### config.mk
export PLATFORM = sky130hd
export DESIGN_NAME = body_orientation_estimator
export DESIGN_NICKNAME = d
export VERILOG_FILES = /design/src/rtl/core/boe_pkg.sv /design/src/rtl/core/boe_atan2.sv /design/src/rtl/core/boe_history.sv /design/src/rtl/core/body_orientation_estimator.sv
export SDC_FILE = /design/constraint.sdc
export NUM_CORES = 2
export LEC_CHECK = 0
export BUFFER_PORTS_ARGS = -buffer_cell sky130_fd_sc_hd__buf_2
export CORE_ASPECT_RATIO = 0.7
export CORE_MARGIN = 2
export CORE_UTILIZATION = 45
export CTS_CLUSTER_SIZE = 10
export DETAILED_ROUTE_END_ITERATION = 10
export SLEW_MARGIN = 40
export SYNTH_ARGS = -nofsm -noshare
export SYNTH_HDL_FRONTEND = slang
export SYNTH_SLANG_ARGS = --single-unit
### constraint.sdc
create_clock -name clock -period 8.5 [get_ports clock]
set_input_delay 0.85 -clock clock [delete_from_list [all_inputs] [get_ports clock]]
set_output_delay 0.85 -clock clock [all_outputs]
set_load 0.02 [all_outputs]
### src/rtl/core/boe_pkg.sv
// Package: shared widths, constants and tables of the body orientation estimator.
package boe_pkg;

   localparam int CoordWidth   = 15;
   localparam int AngleWidth   = 16;
   localparam int ThreshWidth  = 14;
   localparam int BodyWidth    = 14;
   localparam int OffsetWidth  = 16;
   localparam int ClassWidth   = 2;
   localparam int UserWidth    = 3;
   localparam int DefMaxUsers  = 8;
   localparam int DefTaps      = 7;
   localparam int CordicSteps  = 16;
   localparam int CordicWidth  = 36;
   localparam int AccWidth     = 26;
   localparam int AngleLimit   = 11520;
   localparam int QuarterTurn  = 5760;
   localparam int HalfTurn     = 11520;
   localparam logic [ThreshWidth-1:0] WideReset = 14'd2240;
   localparam logic [ThreshWidth-1:0] NearReset = 14'd1280;

   localparam int CsrAddrWidth = 3;
   localparam logic [CsrAddrWidth-1:0] AddrWide = 3'd0;
   localparam logic [CsrAddrWidth-1:0] AddrNear = 3'd4;

   localparam logic [ClassWidth-1:0] ClassNone    = 2'd0;
   localparam logic [ClassWidth-1:0] ClassAway    = 2'd1;
   localparam logic [ClassWidth-1:0] ClassPartial = 2'd2;
   localparam logic [ClassWidth-1:0] ClassFacing  = 2'd3;

   // empty_frame travels on tuser, so tdata holds the user and the six coordinates
   localparam int ReqWidth = UserWidth + 6 * CoordWidth;
   localparam int ReqBytes = (ReqWidth + 7) / 8 * 8;
   localparam int RspWidth = UserWidth + BodyWidth + ClassWidth + OffsetWidth;
   localparam int RspBytes = (RspWidth + 7) / 8 * 8;

   // Start/done between the top sequencer and the atan2 unit.
   typedef struct packed {
      logic                          start;
      logic signed [CoordWidth:0]    y;
      logic signed [CoordWidth:0]    x;
   } atan_req_type;

   typedef struct packed {
      logic                          done;
      logic signed [AngleWidth-1:0]  angle;
   } atan_rsp_type;

   function automatic logic [AccWidth-1:0] atan_entry(input logic [3:0] i);
      logic [AccWidth-1:0] v;
      unique case (i)
         4'd0:  v = 26'd2949120;
         4'd1:  v = 26'd1740967;
         4'd2:  v = 26'd919879;
         4'd3:  v = 26'd466945;
         4'd4:  v = 26'd234379;
         4'd5:  v = 26'd117304;
         4'd6:  v = 26'd58666;
         4'd7:  v = 26'd29335;
         4'd8:  v = 26'd14668;
         4'd9:  v = 26'd7334;
         4'd10: v = 26'd3667;
         4'd11: v = 26'd1833;
         4'd12: v = 26'd917;
         4'd13: v = 26'd458;
         4'd14: v = 26'd229;
         default: v = 26'd115;
      endcase
      return v;
   endfunction

   function automatic logic [14:0] gauss_tap(input logic [2:0] j);
      logic [14:0] v;
      unique case (j)
         3'd0: v = 15'd290;
         3'd1: v = 15'd3539;
         3'd2: v = 15'd15862;
         3'd3: v = 15'd26154;
         3'd4: v = 15'd15862;
         3'd5: v = 15'd3539;
         3'd6: v = 15'd290;
         default: v = 15'd0;
      endcase
      return v;
   endfunction

endpackage

### src/rtl/core/boe_atan2.sv
// Iterative 16-step vectoring CORDIC atan2 in 1/64 degree.
module boe_atan2 (
   input  logic                 clock,
   input  logic                 reset,
   input  boe_pkg::atan_req_type req,
   output boe_pkg::atan_rsp_type rsp
);
   import boe_pkg::*;

   logic signed [CordicWidth-1:0] x_ff, x_in, y_ff, y_in;
   logic signed [AccWidth-1:0]    acc_ff, acc_in;
   logic [3:0]                    step_ff, step_in;
   logic                          busy_ff, busy_in;
   logic                          done_ff, done_in;
   logic                          zero_ff, zero_in;
   logic signed [AngleWidth-1:0]  angle_ff, angle_in;

   logic signed [CordicWidth-1:0] xs, ys, x0, y0;
   logic signed [AccWidth-1:0]    acc_done, acc_abs, a0;
   logic [AccWidth-1:0]           mag;

   // arithmetic shift is a floor shift
   assign xs = x_ff >>> step_ff;
   assign ys = y_ff >>> step_ff;

   always_comb begin
      x0 = CordicWidth'(req.x) <<< 14;
      y0 = CordicWidth'(req.y) <<< 14;
      a0 = '0;
      if (req.x < 0) begin
         a0 = (req.y >= 0) ? AccWidth'(180 * 65536) : -AccWidth'(180 * 65536);
         x0 = -x0;
         y0 = -y0;
      end
   end

   always_comb begin
      x_in = x_ff;
      y_in = y_ff;
      acc_in = acc_ff;
      step_in = step_ff;
      busy_in = busy_ff;
      done_in = 1'b0;
      zero_in = zero_ff;
      angle_in = angle_ff;
      acc_done = acc_ff;
      acc_abs = '0;
      mag = '0;
      if (req.start) begin
         x_in = x0;
         y_in = y0;
         acc_in = a0;
         step_in = '0;
         busy_in = 1'b1;
         zero_in = (req.x == 0) && (req.y == 0);
      end else if (busy_ff) begin
         if (y_ff >= 0) begin
            x_in = x_ff + ys;
            y_in = y_ff - xs;
            acc_done = acc_ff + $signed(atan_entry(step_ff));
         end else begin
            x_in = x_ff - ys;
            y_in = y_ff + xs;
            acc_done = acc_ff - $signed(atan_entry(step_ff));
         end
         acc_in = acc_done;
         step_in = step_ff + 4'd1;
         if (step_ff == 4'(CordicSteps - 1)) begin
            busy_in = 1'b0;
            done_in = 1'b1;
            acc_abs = (acc_done < 0) ? -acc_done : acc_done;
            mag = (AccWidth'(acc_abs) + AccWidth'(512)) >> 10;
            if (mag > AccWidth'(AngleLimit)) mag = AccWidth'(AngleLimit);
            if (zero_ff) angle_in = '0;
            else if (acc_done < 0) angle_in = -$signed(mag[AngleWidth-1:0]);
            else angle_in = $signed(mag[AngleWidth-1:0]);
         end
      end
   end

   always_ff @(posedge clock) begin
      if (reset) begin
         busy_ff <= 1'b0;
         done_ff <= 1'b0;
         step_ff <= '0;
      end else begin
         busy_ff <= busy_in;
         done_ff <= done_in;
         step_ff <= step_in;
      end
      x_ff <= x_in;
      y_ff <= y_in;
      acc_ff <= acc_in;
      zero_ff <= zero_in;
      angle_ff <= angle_in;
   end

   assign rsp.done  = done_ff;
   assign rsp.angle = angle_ff;
endmodule

### src/rtl/core/boe_history.sv
// Per-user angle history memory with ring addressing and the Gaussian MAC.
module boe_history #(
   parameter int MaxUsers = boe_pkg::DefMaxUsers,
   parameter int Taps     = boe_pkg::DefTaps
) (
   input  logic                               clock,
   input  logic                               reset,
   input  logic                               start,
   input  logic [((MaxUsers > 1) ? $clog2(MaxUsers) : 1)-1:0] user,
   input  logic signed [boe_pkg::AngleWidth-1:0] theta,
   output logic                               done,
   output logic [boe_pkg::BodyWidth-1:0]      body
);
   import boe_pkg::*;

   localparam int UW    = (MaxUsers > 1) ? $clog2(MaxUsers) : 1;
   localparam int TW    = $clog2(Taps);
   localparam int Depth = MaxUsers * Taps;
   localparam int AW    = $clog2(Depth);
   localparam int SumW  = 36;

   // one-hot sequencer
   typedef enum logic [3:0] {
      S_IDLE = 4'b0001,
      S_READ = 4'b0010,
      S_MAC  = 4'b0100,
      S_DONE = 4'b1000
   } hist_state_type;

   logic signed [AngleWidth-1:0] mem [Depth];
   logic signed [AngleWidth-1:0] rd_ff;

   // per user: fill count and the ring slot of the oldest entry
   logic [TW:0]   count_ff [MaxUsers];
   logic [TW-1:0] head_ff  [MaxUsers];

   hist_state_type state_ff, state_in;
   logic [UW-1:0]  user_ff;
   logic [TW:0]    n_ff, n_in;
   logic [TW-1:0]  j_ff, j_in;
   logic [TW-1:0]  head_base_ff, head_base_in;
   logic signed [SumW-1:0] sum_ff, sum_in;
   logic [BodyWidth-1:0] body_ff, body_in;
   logic done_ff;

   logic           wr_en;
   logic [AW-1:0]  wr_addr, rd_addr;
   logic [TW-1:0]  slot, wslot;
   logic [TW:0]    slot_sum, wslot_sum;
   logic [UW-1:0]  u_sel;
   logic [TW:0]    cnt_cur;
   logic [TW-1:0]  head_cur;
   logic signed [SumW-1:0] prod, sabs;
   logic [SumW-1:0] rnd;

   assign u_sel    = UW'(user);
   assign cnt_cur  = count_ff[u_sel];
   assign head_cur = head_ff[u_sel];

   // ring slot for history index j, wrapped modulo Taps
   assign slot_sum = (TW+1)'(head_base_ff) + (TW+1)'(j_ff);
   assign slot = (slot_sum >= (TW+1)'(Taps)) ? TW'(slot_sum - (TW+1)'(Taps))
                                             : TW'(slot_sum);
   assign wslot_sum = (TW+1)'(head_cur) + cnt_cur;
   assign wslot = (cnt_cur < (TW+1)'(Taps))
                  ? ((wslot_sum >= (TW+1)'(Taps)) ? TW'(wslot_sum - (TW+1)'(Taps))
                                                  : TW'(wslot_sum))
                  : head_cur;

   assign wr_en   = start;
   assign wr_addr = AW'(u_sel * Taps + wslot);
   assign rd_addr = AW'(user_ff * Taps + slot);

   always_ff @(posedge clock) begin
      if (wr_en) mem[wr_addr] <= theta;
      rd_ff <= mem[rd_addr];
   end

   assign prod = SumW'(rd_ff) * $signed({1'b0, gauss_tap(3'(j_ff))});

   always_comb begin
      state_in = state_ff;
      n_in = n_ff;
      j_in = j_ff;
      head_base_in = head_base_ff;
      sum_in = sum_ff;
      body_in = body_ff;
      sabs = '0;
      rnd = '0;
      unique case (state_ff)
         S_IDLE: begin
            if (start) begin
               state_in = S_READ;
               j_in = '0;
               sum_in = '0;
               if (cnt_cur < (TW+1)'(Taps)) begin
                  n_in = cnt_cur + 1'b1;
                  head_base_in = head_cur;
               end else begin
                  n_in = (TW+1)'(Taps);
                  head_base_in = (head_cur == TW'(Taps - 1)) ? '0 : head_cur + 1'b1;
               end
            end
         end
         S_READ: state_in = S_MAC;
         S_MAC: begin
            sum_in = sum_ff + prod;
            if ((TW+1)'(j_ff) + 1'b1 >= n_ff) begin
               state_in = S_DONE;
            end else begin
               j_in = j_ff + 1'b1;
               state_in = S_READ;
            end
         end
         S_DONE: begin
            sabs = (sum_ff < 0) ? -sum_ff : sum_ff;
            rnd = (SumW'(sabs) + SumW'(32768)) >> 16;
            body_in = (rnd > SumW'(AngleLimit)) ? BodyWidth'(AngleLimit)
                                                : rnd[BodyWidth-1:0];
            state_in = S_IDLE;
         end
         default: state_in = S_IDLE;
      endcase
   end

   always_ff @(posedge clock) begin
      if (reset) begin
         state_ff <= S_IDLE;
         done_ff <= 1'b0;
         for (int u = 0; u < MaxUsers; u++) begin
            count_ff[u] <= '0;
            head_ff[u] <= '0;
         end
      end else begin
         state_ff <= state_in;
         done_ff <= (state_ff == S_DONE);
         if (start) begin
            if (cnt_cur < (TW+1)'(Taps)) count_ff[u_sel] <= cnt_cur + 1'b1;
            else head_ff[u_sel] <= (head_cur == TW'(Taps - 1)) ? '0 : head_cur + 1'b1;
         end
      end
      if (start) user_ff <= u_sel;
      n_ff <= n_in;
      j_ff <= j_in;
      head_base_ff <= head_base_in;
      sum_ff <= sum_in;
      body_ff <= body_in;
   end

   assign done = done_ff;
   assign body = body_ff;
endmodule

### src/rtl/core/body_orientation_estimator.sv
// Top level: stream handshake, sequencer, classification and held state.
// One item is worked at a time through a shared 16-step CORDIC atan2 unit
// (shoulders, then neck on user 0) and a walk of the n history taps of the
// user (n = 1..7, the fill after this item), one memory read and one
// multiply-accumulate per tap. An empty frame or an out-of-range user goes
// straight to the result register; other users, and user 0 with the neck
// at the origin, load it after the shoulder atan2 and the history walk,
// and user 0 otherwise adds the neck atan2 and the classification. A new
// item is accepted only once the result is loaded, never while one is in
// flight; a result not taken stalls only the last step of the next item.
// Registers at 0x0 (wide threshold) and 0x4 (near threshold), 14 bits each.
module body_orientation_estimator #(
   parameter int MaxUsers = boe_pkg::DefMaxUsers,
   parameter int Taps     = boe_pkg::DefTaps
) (
   input  logic                           clock,
   input  logic                           reset,
   input  logic                           req_tvalid,
   output logic                           req_tready,
   // empty_frame
   input  logic                           req_tuser,
   // user_index, left_shoulder_x, left_shoulder_z,
   // right_shoulder_x, right_shoulder_z, neck_x, neck_z
   input  logic [boe_pkg::ReqBytes-1:0]   req_tdata,
   output logic                           rsp_tvalid,
   input  logic                           rsp_tready,
   // echo_user, body_angle, direction_class, direction_offset
   output logic [boe_pkg::RspBytes-1:0]   rsp_tdata,
   input  logic                           csr_psel,
   input  logic                           csr_penable,
   input  logic                           csr_pwrite,
   input  logic [boe_pkg::CsrAddrWidth-1:0] csr_paddr,
   input  logic [31:0]                    csr_pwdata,
   output logic [31:0]                    csr_prdata,
   output logic                           csr_pready
);
   import boe_pkg::*;

   localparam int UW = (MaxUsers > 1) ? $clog2(MaxUsers) : 1;

   typedef enum logic [6:0] {
      T_IDLE = 7'b0000001,
      T_BODY = 7'b0000010,
      T_HIST = 7'b0000100,
      T_NECK = 7'b0001000,
      T_CLS  = 7'b0010000,
      T_OUT  = 7'b0100000,
      T_WAIT = 7'b1000000
   } top_state_type;

   top_state_type state_ff, state_in;
   logic [ThreshWidth-1:0] wide_ff, near_ff;
   logic [ClassWidth-1:0]  hclass_ff, hclass_in;
   logic signed [OffsetWidth-1:0] hoff_ff, hoff_in;
   logic [ReqBytes-1:0]    item_ff;
   logic                   empty_ff;
   logic [BodyWidth-1:0]   body_ff, body_in;
   logic                   ovalid_ff, ovalid_in;
   logic [RspBytes-1:0]    odata_ff, odata_in;

   logic                   req_acc, csr_wr;
   logic                   i_empty;
   logic [UserWidth-1:0]   i_user;
   logic signed [CoordWidth-1:0] lx, lz, rx, rz, nx, nz;
   logic                   user_ok;
   atan_req_type           areq;
   atan_req_type           areq_q;
   atan_rsp_type           arsp;
   logic                   go_body_ff, go_neck_ff;
   logic                   h_start, h_done;
   logic [BodyWidth-1:0]   h_body;
   logic signed [AngleWidth+1:0] b_adj, off_w, off_abs;
   logic                   out_free;

   assign i_empty = empty_ff;
   assign i_user  = item_ff[2:0];
   assign lx = item_ff[3 +: CoordWidth];
   assign lz = item_ff[18 +: CoordWidth];
   assign rx = item_ff[33 +: CoordWidth];
   assign rz = item_ff[48 +: CoordWidth];
   assign nx = item_ff[63 +: CoordWidth];
   assign nz = item_ff[78 +: CoordWidth];
   assign user_ok = (32'(i_user) < MaxUsers);

   assign req_tready = (state_ff == T_IDLE);
   assign req_acc = req_tvalid && req_tready;
   assign out_free = !ovalid_ff || rsp_tready;

   assign csr_pready = 1'b1;
   assign csr_wr = csr_psel && csr_penable && csr_pwrite;
   always_comb begin
      unique case (csr_paddr)
         AddrWide: csr_prdata = 32'(wide_ff);
         AddrNear: csr_prdata = 32'(near_ff);
         default:  csr_prdata = '0;
      endcase
   end

   always_comb begin
      areq.start = 1'b0;
      areq.y = (CoordWidth+1)'(rx) - (CoordWidth+1)'(lx);
      areq.x = (CoordWidth+1)'(rz) - (CoordWidth+1)'(lz);
      // neck operands stay up through the cycle of the start pulse
      if (state_ff == T_HIST || state_ff == T_NECK) begin
         areq.y = (nx < 0) ? -(CoordWidth+1)'(nx) : (CoordWidth+1)'(nx);
         areq.x = (CoordWidth+1)'(nz);
      end
   end

   // start pulses are registered so operands are stable from the item latch
   always_comb begin
      areq_q = areq;
      areq_q.start = go_body_ff || go_neck_ff;
   end

   boe_atan2 u_atan (
      .clock(clock), .reset(reset),
      .req(areq_q), .rsp(arsp)
   );

   assign h_start = (state_ff == T_BODY) && arsp.done;

   boe_history #(.MaxUsers(MaxUsers), .Taps(Taps)) u_hist (
      .clock(clock), .reset(reset),
      .start(h_start), .user(UW'(i_user)), .theta(arsp.angle),
      .done(h_done), .body(h_body)
   );

   always_comb begin
      b_adj = (nx > 0) ? (AngleWidth+2)'(HalfTurn) - (AngleWidth+2)'(body_ff)
                       : (AngleWidth+2)'(body_ff);
      off_w = (AngleWidth+2)'(QuarterTurn) - (AngleWidth+2)'(arsp.angle) - b_adj;
      off_abs = (off_w < 0) ? -off_w : off_w;
   end

   always_comb begin
      state_in = state_ff;
      hclass_in = hclass_ff;
      hoff_in = hoff_ff;
      body_in = body_ff;
      ovalid_in = ovalid_ff && !rsp_tready;
      odata_in = odata_ff;
      unique case (state_ff)
         T_IDLE: if (req_acc) state_in = T_WAIT;
         T_WAIT: begin
            if (i_empty) begin
               hclass_in = ClassNone;
               body_in = '0;
               state_in = T_OUT;
            end else if (!user_ok) begin
               body_in = '0;
               state_in = T_OUT;
            end else begin
               state_in = T_BODY;
            end
         end
         T_BODY: if (arsp.done) state_in = T_HIST;
         T_HIST: begin
            if (h_done) begin
               body_in = h_body;
               if (i_user != '0) state_in = T_OUT;
               else if (nx == 0 && nz == 0) begin
                  hclass_in = ClassFacing;
                  hoff_in = '0;
                  state_in = T_OUT;
               end else state_in = T_NECK;
            end
         end
         T_NECK: if (arsp.done) state_in = T_CLS;
         T_CLS: begin
            hoff_in = OffsetWidth'(off_w);
            if (off_abs > (AngleWidth+2)'(wide_ff)) hclass_in = ClassAway;
            else if (off_abs > (AngleWidth+2)'(near_ff)) hclass_in = ClassPartial;
            else hclass_in = ClassFacing;
            state_in = T_OUT;
         end
         T_OUT: begin
            if (out_free) begin
               ovalid_in = 1'b1;
               odata_in = RspBytes'({hoff_ff, hclass_ff, body_ff,
                                     i_empty ? UserWidth'(0) : i_user});
               state_in = T_IDLE;
            end
         end
         default: state_in = T_IDLE;
      endcase
   end

   always_ff @(posedge clock) begin
      if (reset) begin
         state_ff <= T_IDLE;
         wide_ff <= WideReset;
         near_ff <= NearReset;
         hclass_ff <= ClassNone;
         hoff_ff <= '0;
         ovalid_ff <= 1'b0;
         go_body_ff <= 1'b0;
         go_neck_ff <= 1'b0;
      end else begin
         state_ff <= state_in;
         hclass_ff <= hclass_in;
         hoff_ff <= hoff_in;
         ovalid_ff <= ovalid_in;
         go_body_ff <= (state_ff == T_WAIT) && !i_empty && user_ok;
         go_neck_ff <= (state_ff == T_HIST) && h_done && (i_user == '0)
                       && !(nx == 0 && nz == 0);
         if (csr_wr && csr_paddr == AddrWide) wide_ff <= csr_pwdata[ThreshWidth-1:0];
         if (csr_wr && csr_paddr == AddrNear) near_ff <= csr_pwdata[ThreshWidth-1:0];
      end
      if (req_acc) begin
         item_ff <= req_tdata;
         empty_ff <= req_tuser;
      end
      body_ff <= body_in;
      odata_ff <= odata_in;
   end

   assign rsp_tvalid = ovalid_ff;
   assign rsp_tdata  = odata_ff;
endmodule

# [Word level (Yosys, flattened, before mapping)]
# Memories as Yosys holds them, arrays and structs flattened. A register that Yosys moved wholly into a read port is not among the register bits.
# Cells that the tools add are included.
[totals] input_bits=139 rom_bits=704 mem_bits_rw=952 word_cells=268 mem_count=5 register_bits=388
[memory_table] name="u_hist.mem" depth=56 word_bits=16 rd=1 rd_clocked_by_memory_dff=1 wr=1 line="boe_history.sv:30" source="logic signed [AngleWidth-1:0] mem [Depth];"
[memory_table] name="(no name shown)" depth=16 word_bits=22 rd=1 rd_clocked_by_memory_dff=1 wr=0 line="boe_pkg.sv:51" source="unique case (i)"
[memory_table] name="(no name shown)" depth=16 word_bits=22 rd=1 rd_clocked_by_memory_dff=1 wr=0 line="boe_pkg.sv:51"
[memory_table] name="u_hist.count_ff" depth=8 word_bits=4 rd=1 rd_clocked_by_memory_dff=1 wr=8 line="boe_history.sv:34" source="logic [TW:0] count_ff [MaxUsers];"
[memory_table] name="u_hist.head_ff" depth=8 word_bits=3 rd=1 rd_clocked_by_memory_dff=1 wr=8 line="boe_history.sv:35" source="logic [TW-1:0] head_ff [MaxUsers];"
[classes] n_eq_ne=30 magnitude_cmp=16 bitwise=2 n_mux=100 reduce_logical=49 add_sub_neg=32 shift=2 multipliers=3
[ops] op="26-bit 2-to-1 mux" n=14
[ops] op="36-bit 2-to-1 mux" n=10
[ops] op="16-bit 2-to-1 mux" n=9
[ops] op="32-bit zero test" n=4
[ops] op="36-bit adder" n=3
[ops] op="30-bit negator with 36-bit output" n=2
[ops] op="36-bit case mux with 2 select lines" n=1
[ops] op="36-bit by 4-bit >>> shifter with 36-bit output" n=2
[ops] op="36-bit subtractor" n=2
[ops] op="15-bit case mux with 4 select lines" n=1
[ops] op="14-bit case mux with 2 select lines" n=2
[ops] op="7-bit case mux with 7 select lines" n=1
[ops] op="36-bit by 17-bit adder with 36-bit output (second input constant)" n=1
[ops] op="36-bit by 1-bit greater-or-equal comparator with 1-bit output (second input constant)" n=1
[ops] op="18-bit by 14-bit greater-than comparator with 1-bit output" n=2
[ops] op="36-bit by 1-bit less-than comparator with 1-bit output (second input constant)" n=1
[ops] op="18-bit 2-to-1 mux" n=2
[ops] op="3-bit 2-to-1 mux" n=12
[ops] op="36-bit negator" n=1
[ops] op="7-bit 2-to-1 mux" n=5
[ops] op="16-bit by 16-bit multiplier with 32-bit output" n=1
[ops] op="32-bit 2-to-1 mux" n=1
[ops] op="16-bit case mux with 2 select lines" n=1
[ops] op="15-bit by 15-bit subtractor with 16-bit output" n=2
[ops] op="other kinds (67)" n=153

# [Depth between registers and ports, before layout]
[logic_depth] word_depth=18 ltp_mapped=45

# [By module]
# From an unflattened synthesis, not the netlist that was laid out.
[hier_totals] cells_unflattened=6574 area_unflattened_um2=81314.2
[by_module_without_submodules] mod="boe_history" seq_area_each_um2=30899.6 cells_per_inst=3333 area_each_um2=52779.4 instances=1
[by_module_without_submodules] mod="boe_atan2" seq_area_each_um2=4013.8 cells_per_inst=2087 area_each_um2=16962.5 instances=1
[by_module_without_submodules] mod="body_orientation_estimator" seq_area_each_um2=5415.2 cells_per_inst=1154 area_each_um2=11572.3 instances=1

# [Least setup slack after synthesis]
# No wires, ideal clock.
[synth_path] kind="register to register" from="register u_hist.j_ff[1]" to="register u_hist.sum_ff[35] (data pin)" required_ps=8235 arrival_ps=8984 n_path_buf=2 setup_slack_ps=-749 stages_incl_launch_ff=38 cell_sequence="edfxtp_1 ha_1 ha_1 clkbuf_1 or3_1 clkbuf_1 nand2_1 inv_1 nor2_1 inv_1 fa_1 inv_1 fa_1 inv_1 fa_1 fa_1 fa_1 inv_1 [... 2 more ...] ha_1 nand3_1 or3_1 a31oi_1 a41oi_1 a211oi_1 a41o_1 o22a_1 xnor2_1 ha_1 a21o_1 a21o_1 a21oi_1 nor3b_1 a2111oi_0 o211ai_1 xnor2_1 nor2_1"
[synth_between] elab_chain_len=6 word_cells_on_any_way=14
[synth_rtl] element="from (decl)" line="boe_history.sv:40" source="logic [TW-1:0] j_ff, j_in;"
[synth_rtl] element="from (signal assigned)" line="boe_history.sv:144" source="j_ff <= j_in;"
[synth_rtl] element="3-bit equality test (tied with other cells)" line="boe_pkg.sv:74" source="unique case (j)"
[synth_rtl] element="2-bit OR reduction (no source line)"
[synth_rtl] element="15-bit case mux with 4 select lines *" line="boe_pkg.sv:74"
[synth_rtl] element="16-bit by 16-bit multiplier with 32-bit output *" line="boe_history.sv:79" source="assign prod = SumW'(rd_ff) * $signed({1'b0, gauss_tap(3'(j_ff))});"
[synth_rtl] element="36-bit adder *" line="boe_history.sv:107" source="sum_in = sum_ff + prod;"
[synth_rtl] element="36-bit case mux with 2 select lines *" line="boe_history.sv:90" source="unique case (state_ff)"
[synth_rtl] element="to (signal assigned)" line="boe_history.sv:146" source="sum_ff <= sum_in;"
[synth_rtl] element="to (decl)" line="boe_history.sv:42" source="logic signed [SumW-1:0] sum_ff, sum_in;"
# Mark *: on every way between the ends. The rest lies on a longest branch, timed or not.
# A chain may end at the register's enable or synchronous reset.

# [Final worst setup path]
# Same ends and word-level chain as after synthesis.

==> summary.md <==
| Metric | Value |
|---|---|
| Outcome | finished, violations left |
| Failing checks | negative setup slack |
| H-tree depth | 4 |
| Cell variety after synth | 107 |
| Total grt overflow | 0 |
| Crit. End Element | flip-flop |
| Vias | 53,300 |
| Fillers | 15,100 |
| Worst-path maximum fanout | 7 |
| Tcrit/Tclk final | 105% |
| Nets | 7,717 |
| Final Setup Violations | 7 |
| Syn Inst Count | 6,416 |
| Fin worst setup slack | -388 ps |
| Initial DRC count | 5,393 |
| Power per standard cell area | 184 nW/um^2 |
| Clock Power Share | 37.4% |
| Final hold vios | 0 |
| Sequential cell area | 40,400 um^2 |
| CP max stage cell | fa_2 |
| Latest clock arrival within the worst-skew pair | 830 ps |
| Main flop type after synthesis | edfxtp_1 |
| CTS tree | done |
| Die outline height | 358 um |
| RSZ-0062 raised after global routing | true |
| Worst min path class | in -> reg |
| Post-synth EDFFs | 1,273 |
| Final slew viol count | 0 |
| Vias in the first global route | 51,500 |
| Die Width | 510 um |
| DP Area | 87,000 um^2 |
| Area Growth Syn to Fin | 15.1% |
| Starting Density | 45.5% |
| Initial antenna violation count | 11 |
| Core area | 177,000 um^2 |
| Crit path largest cell delay | 530 ps |
| Synth Area per Inst | 12.6 um^2 |
| FFs w/ async S/R, synth | 0% |
| Syn Std Cell Area | 80,600 um^2 |
| Post-DP HPWL | 147,000 um |
| WP data required | 9060 ps |
| Crit path DAT | 9440 ps |
| Clk sinks | 1,381 |
| Final Hold Slack | 195 ps |
| Slew margin rel. | 40.2% |
| Aggregate global-route resource usage | 23.0% |
| Comb power frac | 18.1% |
| PortBufs | 168 |
| DRC violations left | 0 |
| Reg power frac | 44.6% |
| #FFs+latches synth | 1,381 |
| Post-synth top area share | 47.4% |
| Fmax | 113 MHz |
| DR pass1 iterations | 5 |
| Design area | 92,700 um^2 |
| CTS buffer count | 160 |
| Sw frac | 27.8% |
| Most common cell after layout, fill and taps aside | edfxtp_1 |
| Max_cap viols | 0 |
| Final wirelength | 211,000 um |
| Routed len/inst | 22.5 um |
| Area leader, netlist | edfxtp_1 |
| NetSw | 4.75 mW |
| Clock transition at path regs | 60 ps |
| Ranking of synthesized cells by area | edfxtp_1 (47%), mux4_2 (9.8%), fa_1 (6.0%), ha_1 (5.9%), xnor2_1 (2.7%) |
| Multi-input logic area | 38,200 um^2 |
| Die area | 183,000 um^2 |
| Cell mode on critical path | fa_1 |
| Largest net degree at the start of global routing | 134 |
| Worst slew pin tran | 890 ps |
| Critical path launch point type | flip-flop |
| Internal cell power | 12.3 mW |
| Peak supply drop | 0.218 mV |
| Detail Route Antenna Nets | 0 |
| Min cycle time layout | 8890 ps |
| Share of layout cells above drive strength 1 | 20.4% |
| Seq/Total Area, Yosys | 50.1% |
| Ys Warns | 0 |
| Skew final | 45.7 ps |
| First-pass GRT wire length | 317,000 um |
| P_leak | 35.9 nW |
| Clock buffer depth | 3 |
| Most frequent cells in the layout | edfxtp_1 (1,273), nand2_1 (514), inv_1 (503) |
| Vias per cell | 5.67 |
| CP Class | reg -> reg |
| Ports | 214 |
| Standard-cell rows | 129 |
| CTS root buf | clkbuf_16 |
| Gp weighted congestion | 0.906 |
[synthesized netlist by cell type, types with 53 or more instances]
cell type and number:
a21o_1 77, a21oi_1 268, and3_1 65, buf_1 58
clkbuf_1 172, dfxtp_1 108, edfxtp_1 1273, fa_1 243
ha_1 382, inv_1 523, mux2i_1 126, mux4_2 349
nand2_1 524, nand2b_1 72, nand3_1 104, nor2_1 473
nor2b_1 62, nor3_1 109, o21ai_0 316, or3_1 53
xnor2_1 253, xor2_1 145
[cell type report]
class	count	area share, %
clock buffer	218	4.63
antenna	2	0.00540
inverter	527	2.14
timing repair buffer	619	4.78
sequential	1381	43.6
multi-input combinational	4264	41.2
tap	2358	3.18
clock inverter	25	0.478
[metal layers]
metal | GRT usage (%) | vias up | wire [um]
met1 | 35.6 | 26600 | 100000
met4 | 5.58 | 4 | 4320
met3 | 6.27 | 242 | 19800
li1 | - | 24600 | -
met2 | 31.8 | 1837 | 86800
met5 | 0 | - | 27
[worst paths after layout]
kind | from | to | slack [ps] | cells after the start
hold / removal | req_tdata[73] | item_ff[73] | 200 | 1
hold reg to reg | hoff_ff[2] | rsp_tdata[21] | 430 | 0
setup reg to reg | u_hist.j_ff[1] | u_hist.sum_ff[35] | -390 | 35
setup / recovery | u_hist.j_ff[1] | u_hist.sum_ff[35] | -390 | 35
[power by group through the flow]
stage | registers [mW] | clock network, mW | logic (mW)
5_1_grt | 7.63 | 6.79 | 3.42
3_3_place_gp | 7.75 | 0 | 2.91
3_5_place_dp | 7.76 | 0 | 2.98
2_1_floorplan | 7.70 | 0 | 2.20
4_1_cts | 7.62 | 6.52 | 3.01
6_report | 7.62 | 6.38 | 3.08
[sequential cells by signal, summed over array words and instances, names as in the netlist, 16 cells and up, named ones only]
name	count
hoff_ff	16
u_hist.count_ff	32
u_atan.acc_ff	26
item_ff	93
u_atan.y_ff	36
u_hist.rd_ff	16
u_atan.x_ff	36
u_hist.head_ff	24
u_atan.angle_ff	16
u_hist.sum_ff	36
rsp_tdata	35
u_hist.mem	896
[through the flow]
stage,std cells,setup TNS [ps],setup slack (ps),power [mW],util (%)
final,9394,-1160,-388,17.1,52.3
after global routing,9394,-3800,-696,17.8,52.3
after CTS,9377,-1930,-447,17.1,51.9
after detailed placement,9115,-3450,-673,10.7,49.1
after global placement,9107,-2380,-482,10.7,49.0
after floorplan,6438,-384,-170,9.90,-
[kinds of logic (layout without fill, tap and decap cells)]
logic type	count (synthesis)	count (layout)	share of synthesized area, %
and+or+nand+nor	1687	1687	9.95
DFF	1381	1381	50.1
AOI/OAI and AO/OA	1019	1019	7.96
muxes	507	507	11.8
adders and majority gates	628	628	12.0
buffers and inverters	793	1389	3.84
other	2	26	0.00932
xor gates and xnor gates	399	399	4.35
[worst max-delay path, delay by kind of cell, from the launching register on]
family	cells	cell delay, ps
and+or+nand+nor	5	1290
DFF	1	450
xor gates and xnor gates	2	270
buffers and inverters	6	560
muxes	1	260
AOI/OAI and AO/OA	12	2090
adders and majority gates	9	3690
[what timing repair did]
item / CTS / global route
pin swaps: 61 / 105
setup buffers: 19 / 16
resized for setup: 45 / 116
setup endpoints to repair: 9 / 22
hold buffers: 0 / 0
Power figures use the tool's default switching activity.
